## src/hdl/knpat_pkg.sv

```systemverilog
// Shared types, codes and constants of the knock pattern recorder and matcher.
`default_nettype none

package knpat_pkg;

  localparam int MAX_INTERVALS_DEF = 16;

  localparam int TICK_W     = 16;
  localparam int TIMEOUT_W  = 16;
  localparam int TOL_W      = 14;
  localparam int DEBOUNCE_W = 10;
  localparam int CMD_W      = 2;
  localparam int STATUS_W   = 3;
  localparam int CFG_IDX_W  = 2;
  localparam int CFG_DATA_W = 16;

  localparam logic [TICK_W-1:0] CHECK_DEBOUNCE = 16'd50;
  localparam logic [TICK_W-1:0] ELAPSED_MAX    = 16'hFFFF;

  localparam logic [TIMEOUT_W-1:0]  TIMEOUT_RST   = 16'd2000;
  localparam logic [TOL_W-1:0]      TOLERANCE_RST = 14'd200;
  localparam logic [DEBOUNCE_W-1:0] DEBOUNCE_RST  = 10'd50;

  // Configuration register indexes.
  localparam logic [CFG_IDX_W-1:0] CFG_PRESS_TIMEOUT      = 2'd0;
  localparam logic [CFG_IDX_W-1:0] CFG_INTERVAL_TOLERANCE = 2'd1;
  localparam logic [CFG_IDX_W-1:0] CFG_DEBOUNCE_TICKS     = 2'd2;

  // Command codes; the unused code behaves as a record tick.
  localparam logic [CMD_W-1:0] CMD_CHECK  = 2'd0;
  localparam logic [CMD_W-1:0] CMD_RECORD = 2'd1;
  localparam logic [CMD_W-1:0] CMD_BEGIN  = 2'd2;

  typedef enum logic [1:0] {
    REC_IDLE    = 2'd0,
    REC_FIRST   = 2'd1,
    REC_RELEASE = 2'd2,
    REC_NEXT    = 2'd3
  } rec_phase_e;

  typedef enum logic [1:0] {
    CHK_FIRST   = 2'd0,
    CHK_RELEASE = 2'd1,
    CHK_NEXT    = 2'd2
  } chk_phase_e;

  typedef enum logic [STATUS_W-1:0] {
    ST_CHECKING    = 3'd0,
    ST_NO_KNOCKING = 3'd1,
    ST_NO_PATTERN  = 3'd2,
    ST_FAIL        = 3'd3,
    ST_SUCCESS     = 3'd4,
    ST_RECORDING   = 3'd5,
    ST_REC_DONE    = 3'd6,
    ST_REC_FAILED  = 3'd7
  } status_e;

  typedef struct packed {
    logic [TIMEOUT_W-1:0]  press_timeout;
    logic [TOL_W-1:0]      interval_tolerance;
    logic [DEBOUNCE_W-1:0] debounce_ticks;
  } cfg_t;

endpackage

`default_nettype wire

```

## src/hdl/knpat_in_if.sv

```systemverilog
// Input channel: one tick transaction with command and sensor level.
`default_nettype none

interface knpat_in_if;
  logic                       valid;
  logic                       ready;
  logic [knpat_pkg::CMD_W-1:0] command;
  logic                       knock;

  modport source (output valid, output command, output knock, input ready);
  modport sink (input valid, input command, input knock, output ready);
endinterface

`default_nettype wire

```

## src/hdl/knpat_out_if.sv

```systemverilog
// Output channel: one result transaction per tick.
`default_nettype none

interface knpat_out_if #(
  parameter int MAX_INTERVALS = knpat_pkg::MAX_INTERVALS_DEF
);
  localparam int CntW = $clog2(MAX_INTERVALS + 1);

  logic                          valid;
  logic                          ready;
  logic [knpat_pkg::STATUS_W-1:0] status;
  logic                          led;
  logic [CntW-1:0]               pattern_length;

  modport source (output valid, output status, output led, output pattern_length, input ready);
  modport sink (input valid, input status, input led, input pattern_length, output ready);
endinterface

`default_nettype wire

```

## src/hdl/knpat_store.sv

```systemverilog
// Interval memory with one write port and one registered read port.
`default_nettype none

module knpat_store #(
  parameter int DEPTH  = knpat_pkg::MAX_INTERVALS_DEF,
  parameter int ADDR_W = $clog2(knpat_pkg::MAX_INTERVALS_DEF)
) (
  input  wire logic                         clk_i,
  input  wire logic                         we_i,
  input  wire logic [ADDR_W-1:0]            waddr_i,
  input  wire logic [knpat_pkg::TICK_W-1:0] wdata_i,
  input  wire logic [ADDR_W-1:0]            raddr_i,
  output      logic [knpat_pkg::TICK_W-1:0] rdata_o
);

  logic [knpat_pkg::TICK_W-1:0] mem_q [DEPTH];
  logic [knpat_pkg::TICK_W-1:0] rdata_q;

  always_ff @(posedge clk_i) begin
    if (we_i) begin
      mem_q[waddr_i] <= wdata_i;
    end
  end

  // A write to the entry being read is passed straight to the read register.
  always_ff @(posedge clk_i) begin
    if (we_i && (waddr_i == raddr_i)) begin
      rdata_q <= wdata_i;
    end else begin
      rdata_q <= mem_q[raddr_i];
    end
  end

  assign rdata_o = rdata_q;

endmodule

`default_nettype wire

```

## src/hdl/knpat_ctrl.sv

```systemverilog
// Record and check state machines, elapsed tick counter and status decode.
`default_nettype none

module knpat_ctrl #(
  parameter int MAX_INTERVALS = knpat_pkg::MAX_INTERVALS_DEF,
  parameter int PosW          = $clog2(knpat_pkg::MAX_INTERVALS_DEF),
  parameter int CntW          = $clog2(knpat_pkg::MAX_INTERVALS_DEF + 1)
) (
  input  wire logic                           clk_i,
  input  wire logic                           rst_ni,
  input  wire logic                           step_i,
  input  wire logic [knpat_pkg::CMD_W-1:0]    cmd_i,
  input  wire logic                           knock_i,
  input  wire knpat_pkg::cfg_t                cfg_i,
  input  wire logic [knpat_pkg::TICK_W-1:0]   rd_data_i,
  output      logic                           we_o,
  output      logic [PosW-1:0]                waddr_o,
  output      logic [knpat_pkg::TICK_W-1:0]   wdata_o,
  output      logic [PosW-1:0]                raddr_o,
  output      logic [knpat_pkg::STATUS_W-1:0] status_o,
  output      logic                           led_o,
  output      logic [CntW-1:0]                count_o
);

  localparam int TW = knpat_pkg::TICK_W;

  knpat_pkg::rec_phase_e rec_q, rec_d;
  knpat_pkg::chk_phase_e chk_q, chk_d;
  knpat_pkg::status_e    status;
  logic [PosW-1:0]       pos_q, pos_d;
  logic [CntW-1:0]       cnt_q, cnt_d;
  logic [TW-1:0]         elapsed_q, elapsed_d;
  logic                  lamp_q, lamp_d;
  logic                  mark;

  logic            over_to, below_db, chk_db_ok, late, early_ok, last, full;
  logic [CntW-1:0] pos_inc;
  logic [TW:0]     hi_bound, lo_reach;

  assign hi_bound  = {1'b0, rd_data_i} + (TW + 1)'(cfg_i.interval_tolerance);
  assign lo_reach  = {1'b0, elapsed_q} + (TW + 1)'(cfg_i.interval_tolerance);
  assign over_to   = elapsed_q > cfg_i.press_timeout;
  assign below_db  = elapsed_q < TW'(cfg_i.debounce_ticks);
  assign chk_db_ok = elapsed_q >= knpat_pkg::CHECK_DEBOUNCE;
  assign late      = {1'b0, elapsed_q} > hi_bound;
  assign early_ok  = lo_reach >= {1'b0, rd_data_i};
  assign pos_inc   = CntW'(pos_q) + CntW'(1);
  assign last      = pos_inc >= cnt_q;
  assign full      = cnt_q == CntW'(MAX_INTERVALS - 1);

  // Next state.
  always_comb begin
    rec_d   = rec_q;
    chk_d   = chk_q;
    pos_d   = pos_q;
    cnt_d   = cnt_q;
    lamp_d  = lamp_q;
    mark    = 1'b0;
    we_o    = 1'b0;
    if (step_i) begin
      case (cmd_i)
        knpat_pkg::CMD_BEGIN: begin
          cnt_d  = '0;
          rec_d  = knpat_pkg::REC_FIRST;
          lamp_d = 1'b0;
          chk_d  = knpat_pkg::CHK_FIRST;
          pos_d  = '0;
          mark   = 1'b1;
        end
        knpat_pkg::CMD_CHECK: begin
          // A check tick abandons any recording in progress.
          if (rec_q != knpat_pkg::REC_IDLE) begin
            rec_d  = knpat_pkg::REC_IDLE;
            lamp_d = 1'b0;
          end
          if (cnt_q != '0) begin
            case (chk_q)
              knpat_pkg::CHK_FIRST: begin
                if (knock_i) begin
                  mark  = 1'b1;
                  chk_d = knpat_pkg::CHK_RELEASE;
                end
              end
              knpat_pkg::CHK_RELEASE: begin
                if (chk_db_ok && !over_to) begin
                  if (!knock_i) begin
                    chk_d = knpat_pkg::CHK_NEXT;
                  end
                end else if (over_to) begin
                  chk_d = knpat_pkg::CHK_FIRST;
                  pos_d = '0;
                end
              end
              default: begin
                if (late) begin
                  chk_d = knpat_pkg::CHK_FIRST;
                  pos_d = '0;
                end else if (knock_i) begin
                  if (early_ok && !last) begin
                    pos_d = PosW'(pos_inc);
                    mark  = 1'b1;
                    chk_d = knpat_pkg::CHK_RELEASE;
                  end else begin
                    chk_d = knpat_pkg::CHK_FIRST;
                    pos_d = '0;
                  end
                end
              end
            endcase
          end
        end
        default: begin
          case (rec_q)
            knpat_pkg::REC_FIRST: begin
              if (knock_i) begin
                mark   = 1'b1;
                lamp_d = 1'b1;
                rec_d  = knpat_pkg::REC_RELEASE;
              end else if (over_to) begin
                lamp_d = 1'b0;
                rec_d  = knpat_pkg::REC_IDLE;
              end
            end
            knpat_pkg::REC_RELEASE: begin
              if (!below_db) begin
                if (!knock_i) begin
                  lamp_d = 1'b0;
                  rec_d  = knpat_pkg::REC_NEXT;
                end else if (over_to) begin
                  lamp_d = 1'b0;
                  rec_d  = knpat_pkg::REC_IDLE;
                end
              end
            end
            knpat_pkg::REC_NEXT: begin
              if (knock_i) begin
                we_o = 1'b1;
                if (full) begin
                  cnt_d  = '0;
                  lamp_d = 1'b0;
                  rec_d  = knpat_pkg::REC_IDLE;
                end else begin
                  cnt_d  = cnt_q + CntW'(1);
                  lamp_d = 1'b1;
                  mark   = 1'b1;
                  rec_d  = knpat_pkg::REC_RELEASE;
                end
              end else if (over_to) begin
                rec_d = knpat_pkg::REC_IDLE;
              end
            end
            default: begin
            end
          endcase
        end
      endcase
    end
  end

  // Status of the current tick.
  always_comb begin
    status = knpat_pkg::ST_RECORDING;
    case (cmd_i)
      knpat_pkg::CMD_BEGIN: begin
        status = knpat_pkg::ST_RECORDING;
      end
      knpat_pkg::CMD_CHECK: begin
        if (cnt_q == '0) begin
          status = knpat_pkg::ST_NO_PATTERN;
        end else begin
          case (chk_q)
            knpat_pkg::CHK_FIRST: begin
              status = knock_i ? knpat_pkg::ST_CHECKING : knpat_pkg::ST_NO_KNOCKING;
            end
            knpat_pkg::CHK_RELEASE: begin
              if (!(chk_db_ok && !over_to) && over_to) begin
                status = knpat_pkg::ST_FAIL;
              end else begin
                status = knpat_pkg::ST_CHECKING;
              end
            end
            default: begin
              if (late) begin
                status = knpat_pkg::ST_FAIL;
              end else if (!knock_i) begin
                status = knpat_pkg::ST_CHECKING;
              end else if (!early_ok) begin
                status = knpat_pkg::ST_FAIL;
              end else if (last) begin
                status = knpat_pkg::ST_SUCCESS;
              end else begin
                status = knpat_pkg::ST_CHECKING;
              end
            end
          endcase
        end
      end
      default: begin
        case (rec_q)
          knpat_pkg::REC_FIRST: begin
            if (!knock_i && over_to) begin
              status = knpat_pkg::ST_REC_FAILED;
            end
          end
          knpat_pkg::REC_RELEASE: begin
            if (!below_db && knock_i && over_to) begin
              status = knpat_pkg::ST_REC_FAILED;
            end
          end
          knpat_pkg::REC_NEXT: begin
            if (knock_i) begin
              status = full ? knpat_pkg::ST_REC_FAILED : knpat_pkg::ST_RECORDING;
            end else if (over_to) begin
              status = (cnt_q != '0) ? knpat_pkg::ST_REC_DONE : knpat_pkg::ST_REC_FAILED;
            end
          end
          default: begin
            status = knpat_pkg::ST_REC_DONE;
          end
        endcase
      end
    endcase
  end

  always_comb begin
    elapsed_d = elapsed_q;
    if (step_i) begin
      if (mark) begin
        elapsed_d = TW'(1);
      end else if (elapsed_q != knpat_pkg::ELAPSED_MAX) begin
        elapsed_d = elapsed_q + TW'(1);
      end
    end
  end

  always_ff @(posedge clk_i or negedge rst_ni) begin
    if (!rst_ni) begin
      rec_q     <= knpat_pkg::REC_IDLE;
      chk_q     <= knpat_pkg::CHK_FIRST;
      pos_q     <= '0;
      cnt_q     <= '0;
      elapsed_q <= '0;
      lamp_q    <= 1'b0;
    end else begin
      rec_q     <= rec_d;
      chk_q     <= chk_d;
      pos_q     <= pos_d;
      cnt_q     <= cnt_d;
      elapsed_q <= elapsed_d;
      lamp_q    <= lamp_d;
    end
  end

  // The memory read port follows the position the next tick will use.
  assign waddr_o  = cnt_q[PosW-1:0];
  assign wdata_o  = elapsed_q;
  assign raddr_o  = pos_d;
  assign status_o = status;
  assign led_o    = lamp_d;
  assign count_o  = cnt_d;

  // The lamp is only lit by a recording in progress.
  a_lamp_recording: assert property (@(posedge clk_i) disable iff (!rst_ni)
    lamp_q |-> (rec_q != knpat_pkg::REC_IDLE))
    else $error("lamp lit while recording is idle");

  // The stored count stays below the capacity of the interval memory.
  a_count_range: assert property (@(posedge clk_i) disable iff (!rst_ni)
    cnt_q < CntW'(MAX_INTERVALS))
    else $error("stored interval count out of range");

  // A nonzero check position always points at a stored interval.
  a_pos_in_pattern: assert property (@(posedge clk_i) disable iff (!rst_ni)
    (pos_q != '0) |-> (CntW'(pos_q) < cnt_q))
    else $error("check position beyond stored pattern");

  // Beginning a recording clears the pattern and arms the first knock.
  a_begin_clears: assert property (@(posedge clk_i) disable iff (!rst_ni)
    (step_i && (cmd_i == knpat_pkg::CMD_BEGIN)) |=>
      ((cnt_q == '0) && (rec_q == knpat_pkg::REC_FIRST) && (elapsed_q == TW'(1))))
    else $error("begin command did not reset recording state");

endmodule

`default_nettype wire

```

## src/hdl/knock_pattern_record_and_match_core.sv

```systemverilog
// Knock pattern recorder and matcher: one tick transaction in, one result out.
//
// in_i carries one millisecond tick per transaction: a command (check, record or
// begin recording) and the knock sensor level. out_o returns one result per tick:
// the status code, the lamp and the number of stored intervals.
// The configuration port writes the timeout, tolerance and debounce registers at
// any edge where cfg_we_i is high; software writes them only while idle.
//
// A tick passes an input register and a result register: the result register
// loads when the held tick is processed, which waits while out_o is stalled.
// One tick is accepted every cycle while out_o is not stalled;
// each interval check compares the elapsed count with both tolerance bounds of
// the stored interval from the interval memory, whose registered read port is
// steered by the next check position, ready for the following tick.
// When the receiver stalls, the result register holds and the input register
// keeps one more tick; after that in_i.ready drops until out_o is drained.
// Reset clears the pattern count, both phase machines, the elapsed counter and
// the lamp, and loads the default register values; the interval memory is not
// cleared since no entry is read before it is written.
`default_nettype none

module knock_pattern_record_and_match_core #(
  parameter int MAX_INTERVALS = knpat_pkg::MAX_INTERVALS_DEF
) (
  input  wire logic                             clk_i,
  input  wire logic                             rst_ni,
  knpat_in_if.sink                              in_i,
  knpat_out_if.source                           out_o,
  input  wire logic                             cfg_we_i,
  input  wire logic [knpat_pkg::CFG_IDX_W-1:0]  cfg_idx_i,
  input  wire logic [knpat_pkg::CFG_DATA_W-1:0] cfg_data_i
);

  localparam int PosW = $clog2(MAX_INTERVALS);
  localparam int CntW = $clog2(MAX_INTERVALS + 1);

  knpat_pkg::cfg_t cfg_q;

  logic                           in_valid_q;
  logic [knpat_pkg::CMD_W-1:0]    cmd_q;
  logic                           knock_q;
  logic                           res_valid_q;
  logic [knpat_pkg::STATUS_W-1:0] status_q;
  logic                           led_q;
  logic [CntW-1:0]                count_q;
  logic                           step;

  logic                           mem_we;
  logic [PosW-1:0]                mem_waddr, mem_raddr;
  logic [knpat_pkg::TICK_W-1:0]   mem_wdata, mem_rdata;
  logic [knpat_pkg::STATUS_W-1:0] status_d;
  logic                           led_d;
  logic [CntW-1:0]                count_d;

  always_ff @(posedge clk_i or negedge rst_ni) begin
    if (!rst_ni) begin
      cfg_q.press_timeout      <= knpat_pkg::TIMEOUT_RST;
      cfg_q.interval_tolerance <= knpat_pkg::TOLERANCE_RST;
      cfg_q.debounce_ticks     <= knpat_pkg::DEBOUNCE_RST;
    end else if (cfg_we_i) begin
      case (cfg_idx_i)
        knpat_pkg::CFG_PRESS_TIMEOUT: begin
          cfg_q.press_timeout <= cfg_data_i;
        end
        knpat_pkg::CFG_INTERVAL_TOLERANCE: begin
          cfg_q.interval_tolerance <= cfg_data_i[knpat_pkg::TOL_W-1:0];
        end
        knpat_pkg::CFG_DEBOUNCE_TICKS: begin
          cfg_q.debounce_ticks <= cfg_data_i[knpat_pkg::DEBOUNCE_W-1:0];
        end
        default: begin
        end
      endcase
    end
  end

  // The held tick is processed when the result register is free or drains.
  assign step       = in_valid_q && (!res_valid_q || out_o.ready);
  assign in_i.ready = !in_valid_q || step;

  always_ff @(posedge clk_i or negedge rst_ni) begin
    if (!rst_ni) begin
      in_valid_q  <= 1'b0;
      res_valid_q <= 1'b0;
    end else begin
      if (in_i.ready) begin
        in_valid_q <= in_i.valid;
      end
      if (step) begin
        res_valid_q <= 1'b1;
      end else if (out_o.ready) begin
        res_valid_q <= 1'b0;
      end
    end
  end

  always_ff @(posedge clk_i) begin
    if (in_i.valid && in_i.ready) begin
      cmd_q   <= in_i.command;
      knock_q <= in_i.knock;
    end
    if (step) begin
      status_q <= status_d;
      led_q    <= led_d;
      count_q  <= count_d;
    end
  end

  knpat_ctrl #(
    .MAX_INTERVALS (MAX_INTERVALS),
    .PosW          (PosW),
    .CntW          (CntW)
  ) u_ctrl (
    .clk_i     (clk_i),
    .rst_ni    (rst_ni),
    .step_i    (step),
    .cmd_i     (cmd_q),
    .knock_i   (knock_q),
    .cfg_i     (cfg_q),
    .rd_data_i (mem_rdata),
    .we_o      (mem_we),
    .waddr_o   (mem_waddr),
    .wdata_o   (mem_wdata),
    .raddr_o   (mem_raddr),
    .status_o  (status_d),
    .led_o     (led_d),
    .count_o   (count_d)
  );

  knpat_store #(
    .DEPTH  (MAX_INTERVALS),
    .ADDR_W (PosW)
  ) u_store (
    .clk_i   (clk_i),
    .we_i    (mem_we),
    .waddr_i (mem_waddr),
    .wdata_i (mem_wdata),
    .raddr_i (mem_raddr),
    .rdata_o (mem_rdata)
  );

  assign out_o.valid          = res_valid_q;
  assign out_o.status         = status_q;
  assign out_o.led            = led_q;
  assign out_o.pattern_length = count_q;

endmodule

`default_nettype wire

```

## src/flat_wrapper.sv

```systemverilog
// flat-port wrapper written by rule: the top's interface ports become plain ports
module knock_pattern_record_and_match_core_flat 
#(
  parameter int MAX_INTERVALS = knpat_pkg::MAX_INTERVALS_DEF
)
  (clk_i, rst_ni, cfg_we_i, cfg_idx_i, cfg_data_i, in_i_valid, in_i_command, in_i_knock, in_i_ready, out_o_valid, out_o_status, out_o_led, out_o_pattern_length, out_o_ready);
  knpat_in_if in_i_i ();
  knpat_out_if #(.MAX_INTERVALS(MAX_INTERVALS)) out_o_i ();
  input  wire logic clk_i;
  input  wire logic rst_ni;
  input  wire logic cfg_we_i;
  input  wire logic [knpat_pkg::CFG_IDX_W-1:0] cfg_idx_i;
  input  wire logic [knpat_pkg::CFG_DATA_W-1:0] cfg_data_i;
  input wire logic [$bits(in_i_i.valid)-1:0] in_i_valid;
  input wire logic [$bits(in_i_i.command)-1:0] in_i_command;
  input wire logic [$bits(in_i_i.knock)-1:0] in_i_knock;
  output wire logic [$bits(in_i_i.ready)-1:0] in_i_ready;
  output wire logic [$bits(out_o_i.valid)-1:0] out_o_valid;
  output wire logic [$bits(out_o_i.status)-1:0] out_o_status;
  output wire logic [$bits(out_o_i.led)-1:0] out_o_led;
  output wire logic [$bits(out_o_i.pattern_length)-1:0] out_o_pattern_length;
  input wire logic [$bits(out_o_i.ready)-1:0] out_o_ready;
  assign in_i_i.valid = in_i_valid;
  assign in_i_i.command = in_i_command;
  assign in_i_i.knock = in_i_knock;
  assign in_i_ready = in_i_i.ready;
  assign out_o_valid = out_o_i.valid;
  assign out_o_status = out_o_i.status;
  assign out_o_led = out_o_i.led;
  assign out_o_pattern_length = out_o_i.pattern_length;
  assign out_o_i.ready = out_o_ready;
  knock_pattern_record_and_match_core #(.MAX_INTERVALS(MAX_INTERVALS)) u_core (.clk_i(clk_i), .rst_ni(rst_ni), .in_i(in_i_i), .out_o(out_o_i), .cfg_we_i(cfg_we_i), .cfg_idx_i(cfg_idx_i), .cfg_data_i(cfg_data_i));
endmodule
```

## config.mk

```make
export PLATFORM = sky130hd
export DESIGN_NAME = knock_pattern_record_and_match_core_flat
export DESIGN_NICKNAME = d
export VERILOG_FILES = /design/src/hdl/knpat_pkg.sv /design/src/hdl/knpat_in_if.sv /design/src/hdl/knpat_out_if.sv /design/src/hdl/knpat_store.sv /design/src/hdl/knpat_ctrl.sv /design/src/hdl/knock_pattern_record_and_match_core.sv /design/src/flat_wrapper.sv
export SDC_FILE = /design/constraint.sdc
export NUM_CORES = 1
export LEC_CHECK = 0
export ABC_AREA = 1
export BUFFER_PORTS_ARGS = -buffer_cell sky130_fd_sc_hd__buf_4
export CAP_MARGIN = 40
export CELL_PAD_IN_SITES_DETAIL_PLACEMENT = 1
export CELL_PAD_IN_SITES_GLOBAL_PLACEMENT = 1
export CORE_MARGIN = 5
export CORE_UTILIZATION = 51
export DETAILED_ROUTE_END_ITERATION = 10
export PLACE_DENSITY = 0.82
export SLEW_MARGIN = 20
export SYNTH_ARGS = -nofsm -noshare
export SYNTH_HDL_FRONTEND = slang
export SYNTH_SLANG_ARGS = --single-unit
```

## constraint.sdc

```tcl
create_clock -name clk_i -period 5.2 [get_ports clk_i]
set_input_delay 0.52 -clock clk_i [delete_from_list [all_inputs] [get_ports clk_i]]
set_output_delay 0.52 -clock clk_i [all_outputs]
set_load 0.01 [all_outputs]
```

==> results.py, run 1 <==
metrics = {
    "placement": {
        "numPortBuffers": 36,
        "place.detailed.hpwl_um": 34120,
        "dp.cells": 2144,
        "globalplace.congestion": 0.9116,
    },
    "job": {
        "drv_cap": 0,
    },
    "critical_path": {
        "r2r-end": "u_core.u_ctrl.wdata_o[0]",
        "setup.worst_path.end_class": "flop",
        "critPathMaxFanout": 16,
        "reg2reg_slack_ns": 0.24,
        "start_kind": "flop",
        "crit_arrival_ns": 5.40,
        "crit_type": "reg -> reg",
        "max_stage_delay_ns": 0.44,
        "cp_num_buf_inv": 2,
        "cpMostUsedCell": "nand2_1",
        "required_ns": 5.64,
        "cp_top_family": "compound AO/OA/AOI/OAI gates",
        "reg2regPathDepth": 31,
        "crit_slowest_cell": "fa_1",
    },
    "status": {
        "status": "finished, final reports clean",
    },
    "worst_hold_path": {
        "min_path_cells": 1,
        "hold_class": "in -> reg",
        "holdPathEnd": "u_core.cmd_q[0]",
        "min_from": "in_i_command[0]",
    },
    "floorplan": {
        "die_h_um": 195.5,
        "core_area_um2": 34290,
        "dieArea_um2": 38210,
        "start_util_pct": 51.18,
        "die_w_um": 195.5,
        "top_level_ports": 37,
        "rows": 68,
    },
    "cells_and_area": {
        "layout-drive-gt1-share_pct": 12.52,
        "final_common_cell": "edfxtp_1",
        "synthToLayoutAreaGrowth_pct": 13.05,
        "layout_common_cells": "268 x edfxtp_1, 232 x nand2_1, 214 x inv_1, 132 x a21oi_1, 130 x o21ai_0",
        "n_antenna_cell": 0,
        "fin_nets": 1866,
        "finalNonFillerCells": 2220,
    },
    "yosys": {
        "syn_avg_cell_area_um2": 10.61,
        "synth_edf_count": 268,
        "synth_simple_gate_area_share_pct": 11.04,
        "synth_flop_cell": "edfxtp_1",
        "yosysUniqueCellTypes": 58,
        "syn_nets": 1784,
        "synthCells": 1654,
        "ys_seq_area_share_pct": 56.67,
        "synth_warnings": 0,
        "synthXorXnorAreaFrac_pct": 2.096,
        "synth_fa_ha_area_share_pct": 7.501,
        "synthArstFlopShare_pct": 20.93,
        "netlist_area_um2": 17550,
        "synth.area.mux_share_pct": 3.195,
        "synth-compound-area-share_pct": 12.76,
        "synth_top_family_by_area": "compound AO/OA/AOI/OAI gates",
        "synth-seq-cells": 344,
    },
    "sta": {
        "finalHoldViolations": 0,
        "fin_skew_ns": 0.01730,
        "drv_slew": 0,
        "min_period_ns": 4.956,
        "fin_tns_setup_ns": 0,
        "slew-limit-headroom_pct": 55.43,
        "finalHoldWorstSlack_ns": 0.1532,
        "fmax_ghz": 0.2018,
        "finalCritPeriodShare_pct": 95.32,
        "worst_pin_slew_ns": 0.6686,
        "finalSetupViolCount": 0,
    },
    "clock_tree": {
        "htree_levels": 2,
        "ctsRootBufferMaster": "clkbuf_16",
        "clockBufferDepth": 3,
        "tritoncts": "done",
        "cts_made_buffers": 37,
        "clock_latency_ns": 0.54,
        "cts_sinks": 344,
        "clk_pin_slew_ns": 0.06,
    },
    "global_route": {
        "grt_pass1_vias": 14023,
        "antenna_found_initial": 1,
        "grt_max_degree": 74,
        "grt_overflow": 0,
        "grt_pass1_wl_um": 78870,
        "track_usage_pct": 26.49,
    },
    "route": {
        "vias": 12957,
        "first_pass_iters": 5,
        "wire_per_inst_um": 23.10,
        "drc": 0,
        "drt_iter0_drc": 989,
        "ant_nets": 0,
        "finalWirelength_um": 51280,
        "via_per_inst": 5.836,
    },
    "pwr": {
        "pwr_density_cell_nw_per_um2": 554.9,
        "power.static_leakage_nw": 8.285,
        "max-vdd-ir-drop_mv": 0.2543,
        "report.power.total_mw": 11.01,
    },
}
-- per-layer routing --
layer  part of all wire (%)  vias to the layer above  GRT usage, %
met5                      0                        -             0
met4                    3.7                        0         9.982
met3                    5.6                      122         3.951
met2                     51                      412         46.54
met1                     40                     6500         33.20
li1                       -                     5923             -
-- worst max path at each step --
stage          cells after the start  slack (ns)  from                         to
6_report                          31        0.24  flop   u_core.u_ctrl.wdata_o[0]
5_1_grt                           31       -0.04  flop   u_core.u_ctrl.wdata_o[0]
4_1_cts                           30        0.02  flop   u_core.u_ctrl.wdata_o[0]
3_5_place_dp                      24        0.04  flop   u_core.u_ctrl.wdata_o[0]
3_3_place_gp                      22        0.23  flop  u_core.u_ctrl.wdata_o[15]
2_1_floorplan                     32        0.59  flop  u_core.u_ctrl.wdata_o[10]
-- registers in the layout, indices dropped and copies added (netlist names), named ones only --
signal                       count
u_core.u_store.mem_q           256
u_core.cfg_q                    40
u_core.u_ctrl.wdata_o           16
u_core.out_o.pattern_length      5
u_core.u_ctrl.cnt_q              5
u_core.u_ctrl.pos_q              4
u_core.out_o.status              3
u_core.cmd_q                     2
u_core.u_ctrl.chk_q              2
u_core.u_ctrl.rec_q              2
u_core.in_valid_q                1
u_core.knock_q                   1
u_core.out_o.led                 1
u_core.out_o.valid               1
u_core.u_ctrl.lamp_q             1
-- stage by stage --
step / instance area, um2 / utilization (%) / setup WS, ns
finish: 19840 / 57.85 / 0.2435
global route: 19840 / 57.85 / -0.04173
CTS: 19750 / 57.59 / 0.02161
detailed placement: 18540 / 54.08 / 0.03553
global placement: 18470 / 53.88 / 0.2254
floorplan: 17550 / - / 0.5870
-- kinds of logic after synthesis --
family	Yosys count
AOI/OAI and AO/OA	383
xor gates and xnor gates	42
adders and majority gates	104
buffers and inverters	286
DFF	344
muxes	56
and+or+nand+nor	439
-- repair_timing --
item                       in CTS  in global routing
pin swaps                       0                  2
buffers inserted                1                  6
hold buffers                    1                  0
hold endpoints to repair       25                  0
setup endpoints to repair       2                 29
gates resized for setup         1                 13
-- area by class of cell --
type                    count  area [um2]
flip-flops and latches    344        9952
well taps                 455       569.3
multi-input cells        1024        6437
inverters                 228       859.6
clock inverters            22       214.0
repair buffers            101       844.6
fillers                  3703       14450
clock buffers              46       959.7
-- synth_stat cells (all sizes together) (35+ instances only) --
master	instances	area share, %
nand2	243	5.4
nor2	83	1.9
o211ai	66	2.9
o21ai	146	4.2
ha	102	7.3
nand3	74	2.4
a21oi	144	4.4
edfxtp	268	46
inv	223	4.8
xor2	35	1.7
mux2i	56	3.2
dfrtp	60	8.6
-- where the power goes --
part	switching [mW]	leakage (nW)	total (mW)	internal (mW)
combinational	3.31	4.01	5.06	1.76
sequential	0.191	3.72	3.37	3.18
clock	1.10	0.564	2.58	1.47
-- worst register-to-register path: cells and delay by family (launching register included) --
kind | cells | cell delay [ns]
fa+ha+maj | 3 | 1.02
simple gates | 13 | 1.00
xor+xnor | 1 | 0.13
flops | 1 | 0.42
compound gates | 12 | 1.91
buf+inv | 2 | 0.40
(Power assumes the default switching activity.)
==> inputs of run 2 (changes only) <==
--- a/config.mk
+++ b/config.mk
@@ -10,11 +10,12 @@
 export CAP_MARGIN = 40
 export CELL_PAD_IN_SITES_DETAIL_PLACEMENT = 1
 export CELL_PAD_IN_SITES_GLOBAL_PLACEMENT = 1
-export CORE_MARGIN = 5
-export CORE_UTILIZATION = 51
+export CORE_MARGIN = 3
+export CORE_UTILIZATION = 55
 export DETAILED_ROUTE_END_ITERATION = 10
-export PLACE_DENSITY = 0.82
+export PLACE_DENSITY = 0.88
 export SLEW_MARGIN = 20
 export SYNTH_ARGS = -nofsm -noshare
 export SYNTH_HDL_FRONTEND = slang
 export SYNTH_SLANG_ARGS = --single-unit
+export TNS_END_PERCENT = 100
==> constraint.sdc (replaced) <==
create_clock -name clk_i -period 6.1 [get_ports clk_i]
set_input_delay 0.61 -clock clk_i [delete_from_list [all_inputs] [get_ports clk_i]]
set_output_delay 0.61 -clock clk_i [all_outputs]
set_load 0.01 [all_outputs]
==> results.py, run 2 (synthesis gave the netlist of run 1 again) <==
metrics = {
    "status": {
        "status": "finished, final reports clean",
    },
    "clock_tree": {
        "clk_pin_slew_ns": 0.06,
        "clockBufferDepth": 3,
        "htree_levels": 2,
        "tritoncts": "done",
        "cts_setup_buffers": 0,
        "cts_made_buffers": 38,
        "clock_latency_ns": 0.55,
        "cts_sinks": 344,
        "ctsRootBufferMaster": "clkbuf_16",
    },
    "placement": {
        "globalplace.congestion": 0.9094,
        "post-place-ws_ns": 0.6572,
        "numPortBuffers": 36,
        "dpl-instance-area_um2": 18390,
        "place.detailed.hpwl_um": 32530,
    },
    "critical_path": {
        "reg2reg_slack_ns": 0.68,
        "crit_type": "reg -> reg",
        "setup.worst_path.end_class": "flop",
        "reg2regPathDepth": 25,
        "start_kind": "flop",
        "crit_arrival_ns": 5.89,
        "r2r-end": "u_core.u_ctrl.wdata_o[0]",
        "required_ns": 6.57,
        "critPathMaxFanout": 51,
    },
    "sta": {
        "worst_pin_slew_ns": 0.7592,
        "fin_skew_ns": 0.02155,
        "min_period_ns": 5.418,
        "finalCritPeriodShare_pct": 88.82,
        "fmax_ghz": 0.1846,
        "fin_tns_setup_ns": 0,
        "slew-limit-headroom_pct": 49.33,
        "finalHoldViolations": 0,
        "finalSetupViolCount": 0,
        "rsz0062_at_grt": "false",
        "finalWorstSetupSlack_ns": 0.6818,
        "drv_slew": 0,
    },
    "cells_and_area": {
        "synthToLayoutAreaGrowth_pct": 12.24,
        "regMostFlops": "u_core.u_store.mem_q",
        "largest_register_ffs": 256,
        "n_antenna_cell": 0,
        "fin_nets": 1853,
        "final_core_util_pct": 63.55,
        "layout_common_cells": "268 x edfxtp_1, 233 x nand2_1, 215 x inv_1, 133 x a21oi_1, 130 x o21ai_0",
        "fillers": 3246,
        "layout-drive-gt1-share_pct": 11.66,
        "final_area_um2": 19690,
        "final_common_cell": "edfxtp_1",
    },
    "floorplan": {
        "top_level_ports": 37,
        "core_area_um2": 30990,
        "start_util_pct": 56.62,
        "dieArea_um2": 34080,
        "die_h_um": 184.6,
        "rows": 64,
        "die_w_um": 184.6,
    },
    "global_route": {
        "track_usage_pct": 30.42,
        "antenna_found_initial": 0,
        "grt_overflow": 0,
        "grt_pass1_wl_um": 78470,
        "grt_pass1_vias": 13922,
        "grt_max_degree": 72,
    },
    "route": {
        "via_per_inst": 6.060,
        "wire_per_inst_um": 24.01,
        "vias": 12999,
        "drt_iter0_drc": 1236,
        "first_pass_iters": 4,
        "ant_nets": 0,
        "drc": 0,
        "finalWirelength_um": 51500,
    },
    "pwr": {
        "max-vdd-ir-drop_mv": 0.2685,
        "pwr_density_cell_nw_per_um2": 476.4,
        "power.static_leakage_nw": 8.242,
    },
    "worst_hold_path": {
        "min_path_cells": 1,
        "min_from": "in_i_command[0]",
        "holdPathEnd": "u_core.cmd_q[0]",
        "hold_class": "in -> reg",
    },
    "job": {
        "drv_cap": 0,
    },
}
## run 2: cell types whose count changed in the layout (fill, tap and decap cells not counted), sizes merged
cell	before	now
buf	100	86
clkinvlp	3	0
clkinv	20	22
bufinv	3	4
clkbuf	46	45
inv	224	223
## run 2: critical path, cell delays in order (launching register included)
cell and delay [ns]:
dfxtp_4 0.56, buf_12 0.28, buf_12 0.28, buf_4 0.39, a21oi_1 0.14, o21ai_0 0.12
o21ai_0 0.12, o211ai_1 0.21, nand2_1 0.16, ha_1 0.39, nand2_1 0.09, nor3_1 0.20
nand3_1 0.12, o2111ai_1 0.15, a21o_1 0.16, nand2_1 0.06, xor2_1 0.14, ha_1 0.30
nand4_1 0.08, nor3_1 0.18, nand3_1 0.16, nand3_4 0.15, nand2_4 0.08, o21ai_4 0.50
nand2_1 0.13, o21ai_1 0.12
## run 2: final cells by class
type                    count  area (um2)  area share (%)
flip-flops and latches    344        9950           50.52
inverters                 228       855.8           4.346
well taps                 396       495.5           2.516
repair buffers             87       734.5           3.729
clock buffers              45       977.2           4.962
clock inverters            21       250.2           1.271
multi-input cells        1024        6431           32.66
## run 2: timing repair
item | 4_1_cts | 5_1_grt
resized for setup | 0 | 0
hold endpoints to repair | 16 | 0
hold buffers | 1 | 0
setup endpoints to repair | 0 | 0
## run 2: worst max-delay path by stage
stage          start                   endpoint  slack (ns)  cells after the start
2_1_floorplan   flop  u_core.u_ctrl.wdata_o[10]        1.49                     32
3_3_place_gp    flop   u_core.u_ctrl.wdata_o[3]        0.95                     28
3_5_place_dp    flop   u_core.u_ctrl.wdata_o[3]        0.66                     23
4_1_cts         flop   u_core.u_ctrl.wdata_o[0]        0.57                     28
5_1_grt         flop   u_core.u_ctrl.wdata_o[0]        0.17                     25
6_report        flop   u_core.u_ctrl.wdata_o[0]        0.68                     25
## run 2: per-layer routing
layer  part of all wire [%]  vias to the layer above  global-route usage (%)
met5                      0                        -                       0
met4                    4.7                        0                   13.78
met3                    5.5                      145                   3.868
met2                     50                      480                   54.03
met1                     40                     6487                   37.16
li1                       -                     5887                       -
## run 2: report_power, final
part           leakage (nW)  internal, mW  switching (mW)
clock network         0.595          1.32           0.961
registers              3.72          2.71           0.133
logic                  3.93          1.42            2.83
## run 2: metrics by stage
stage,hold WS [ns],cells,power [mW]
6_report,0.2394,2145,9.382
5_1_grt,0.2323,2145,9.976
4_1_cts,0.2285,2141,9.375
3_5_place_dp,0.4748,2074,7.008
3_3_place_gp,0.4664,2071,6.738
2_1_floorplan,0.3144,1654,5.771
==> inputs of run 3 (changes only) <==
--- a/config.mk
+++ b/config.mk
@@ -11,9 +11,10 @@
 export CELL_PAD_IN_SITES_DETAIL_PLACEMENT = 1
 export CELL_PAD_IN_SITES_GLOBAL_PLACEMENT = 1
 export CORE_MARGIN = 3
-export CORE_UTILIZATION = 55
+export CORE_UTILIZATION = 57
+export CTS_BUF_LIST = sky130_fd_sc_hd__clkbuf_4 sky130_fd_sc_hd__clkbuf_8
 export DETAILED_ROUTE_END_ITERATION = 10
-export PLACE_DENSITY = 0.88
+export PLACE_DENSITY = 0.9
 export SLEW_MARGIN = 20
 export SYNTH_ARGS = -nofsm -noshare
 export SYNTH_HDL_FRONTEND = slang
==> results.py, run 3 (synthesis gave the netlist of run 1 again) <==
metrics = {
    "status": {
        "status": "finished, final reports clean",
    },
    "placement": {
        "place.detailed.hpwl_um": 34180,
        "globalplace.congestion": 0.9023,
        "numPortBuffers": 36,
        "dp.cells": 2070,
    },
    "cells_and_area": {
        "synthToLayoutAreaGrowth_pct": 11.58,
        "layout-drive-gt1-share_pct": 13.78,
        "regMostFlops": "u_core.u_store.mem_q",
        "final_core_util_pct": 65.36,
        "finalNonFillerCells": 2175,
        "final_common_cell": "edfxtp_1",
        "largest_register_ffs": 256,
        "layout_common_cells": "268 x edfxtp_1, 233 x nand2_1, 215 x inv_1, 133 x a21oi_1, 130 x o21ai_0",
        "n_antenna_cell": 0,
        "fin_nets": 1870,
    },
    "clock_tree": {
        "clk_pin_slew_ns": 0.06,
        "clock_latency_ns": 0.62,
        "htree_levels": 2,
        "cts_made_buffers": 54,
        "tritoncts": "done",
        "clockBufferDepth": 3,
        "cts_sinks": 344,
        "ctsRootBufferMaster": "clkbuf_8",
        "cts_setup_buffers": 0,
    },
    "route": {
        "finalWirelength_um": 52090,
        "ant_nets": 0,
        "wire_per_inst_um": 23.95,
        "drt_iter0_drc": 1091,
        "first_pass_iters": 6,
        "via_per_inst": 6.057,
        "vias": 13174,
        "drc": 0,
    },
    "global_route": {
        "grt_overflow": 0,
        "grt_pass1_vias": 14231,
        "antenna_found_initial": 0,
        "grt_max_degree": 57,
        "track_usage_pct": 31.18,
        "grt_pass1_wl_um": 79610,
    },
    "critical_path": {
        "start_kind": "flop",
        "max_stage_delay_ns": 0.80,
        "crit_slowest_cell": "dfxtp_4",
        "required_ns": 6.63,
        "crit_type": "reg -> reg",
        "crit_arrival_ns": 6.13,
        "cp_top_family": "compound AO/OA/AOI/OAI gates",
        "cp_num_buf_inv": 1,
        "critPathMaxFanout": 55,
        "cpMostUsedCell": "nand2_1",
        "setup.worst_path.end_class": "flop",
    },
    "sta": {
        "fmax_ghz": 0.1788,
        "slew-limit-headroom_pct": 52.19,
        "fin_tns_setup_ns": 0,
        "drv_slew": 0,
        "min_period_ns": 5.594,
        "rsz0062_at_grt": "false",
        "finalSetupViolCount": 0,
        "finalCritPeriodShare_pct": 91.70,
        "fin_skew_ns": 0.02664,
        "worst_pin_slew_ns": 0.7172,
        "finalHoldViolations": 0,
    },
    "floorplan": {
        "die_w_um": 181.5,
        "dieArea_um2": 32930,
        "die_h_um": 181.5,
        "core_area_um2": 29950,
        "start_util_pct": 58.58,
        "rows": 63,
        "top_level_ports": 37,
    },
    "job": {
        "drv_cap": 0,
    },
    "pwr": {
        "report.power.total_mw": 9.143,
        "pwr_density_cell_nw_per_um2": 467.0,
        "power.static_leakage_nw": 8.250,
        "max-vdd-ir-drop_mv": 0.3005,
    },
    "worst_hold_path": {
        "hold_class": "in -> reg",
    },
}
==> run 3: changes by cell type in the layout (fill, tap and decap cells not counted), moves of 2 or more <==
cell	previous run	this run
bufinv_16	4	0
clkbuf_16	38	0
clkinv_2	4	9
clkbuf_8	0	60
clkbuf_4	0	20
inv_12	0	2
clkinv_8	2	0
clkbuf_1	7	0
clkinv_4	2	0
==> run 3: metrics by stage <==
step / hold slack (ns) / setup slack [ns] / instance area, um2
after floorplan: 0.3144 / 1.487 / 17550
after global placement: 0.4674 / 1.012 / 18360
after detailed placement: 0.4758 / 0.7045 / 18430
after CTS: 0.1576 / 0.5360 / 19530
after global routing: 0.1638 / 0.1112 / 19580
final: 0.1677 / 0.5062 / 19580
==> run 3: final timing paths <==
kind | start | cells after the start | endpoint | slack (ns)
max | flop | 29 | u_core.u_ctrl.wdata_o[0] | 0.51
min reg2reg | u_core.cfg_q[36] | 2 | u_core.cfg_q[36] | 0.49
min | in_i_knock | 1 | u_core.knock_q | 0.17
max reg2reg | flop | 29 | u_core.u_ctrl.wdata_o[0] | 0.51
min in group asynchronous | rst_ni | 2 | u_core.cfg_q[27] | 0.43
max in group asynchronous | rst_ni | 3 | u_core.cfg_q[34] | 5.07
==> run 3: layout make-up <==
cell class	instances	area, um2
fillers	3235	10380
clock buffers	80	975.9
multi-input cells	1024	6431
well taps	390	488.0
inverters	228	855.8
flip-flops and latches	344	9950
repair buffers	88	758.2
clock inverters	21	120.1
==> run 3: routing by layer <==
layer	global-route usage, %	wire [um]	vias up
li1	-	-	5927
met4	15.17	2591	0
met3	5.769	3206	157
met5	0	0	-
met2	54.18	26400	493
met1	37.54	19880	6597
==> run 3: timing repair <==
action,in CTS,in global routing
hold buffers,1,0
hold endpoints to repair,12,0
resized for setup,0,0
==> run 3: power breakdown <==
part	internal (mW)	total (mW)	switching, mW
logic	1.44	4.28	2.84
clock network	1.04	1.99	0.951
registers	2.71	2.87	0.166
total	5.19	9.14	3.95
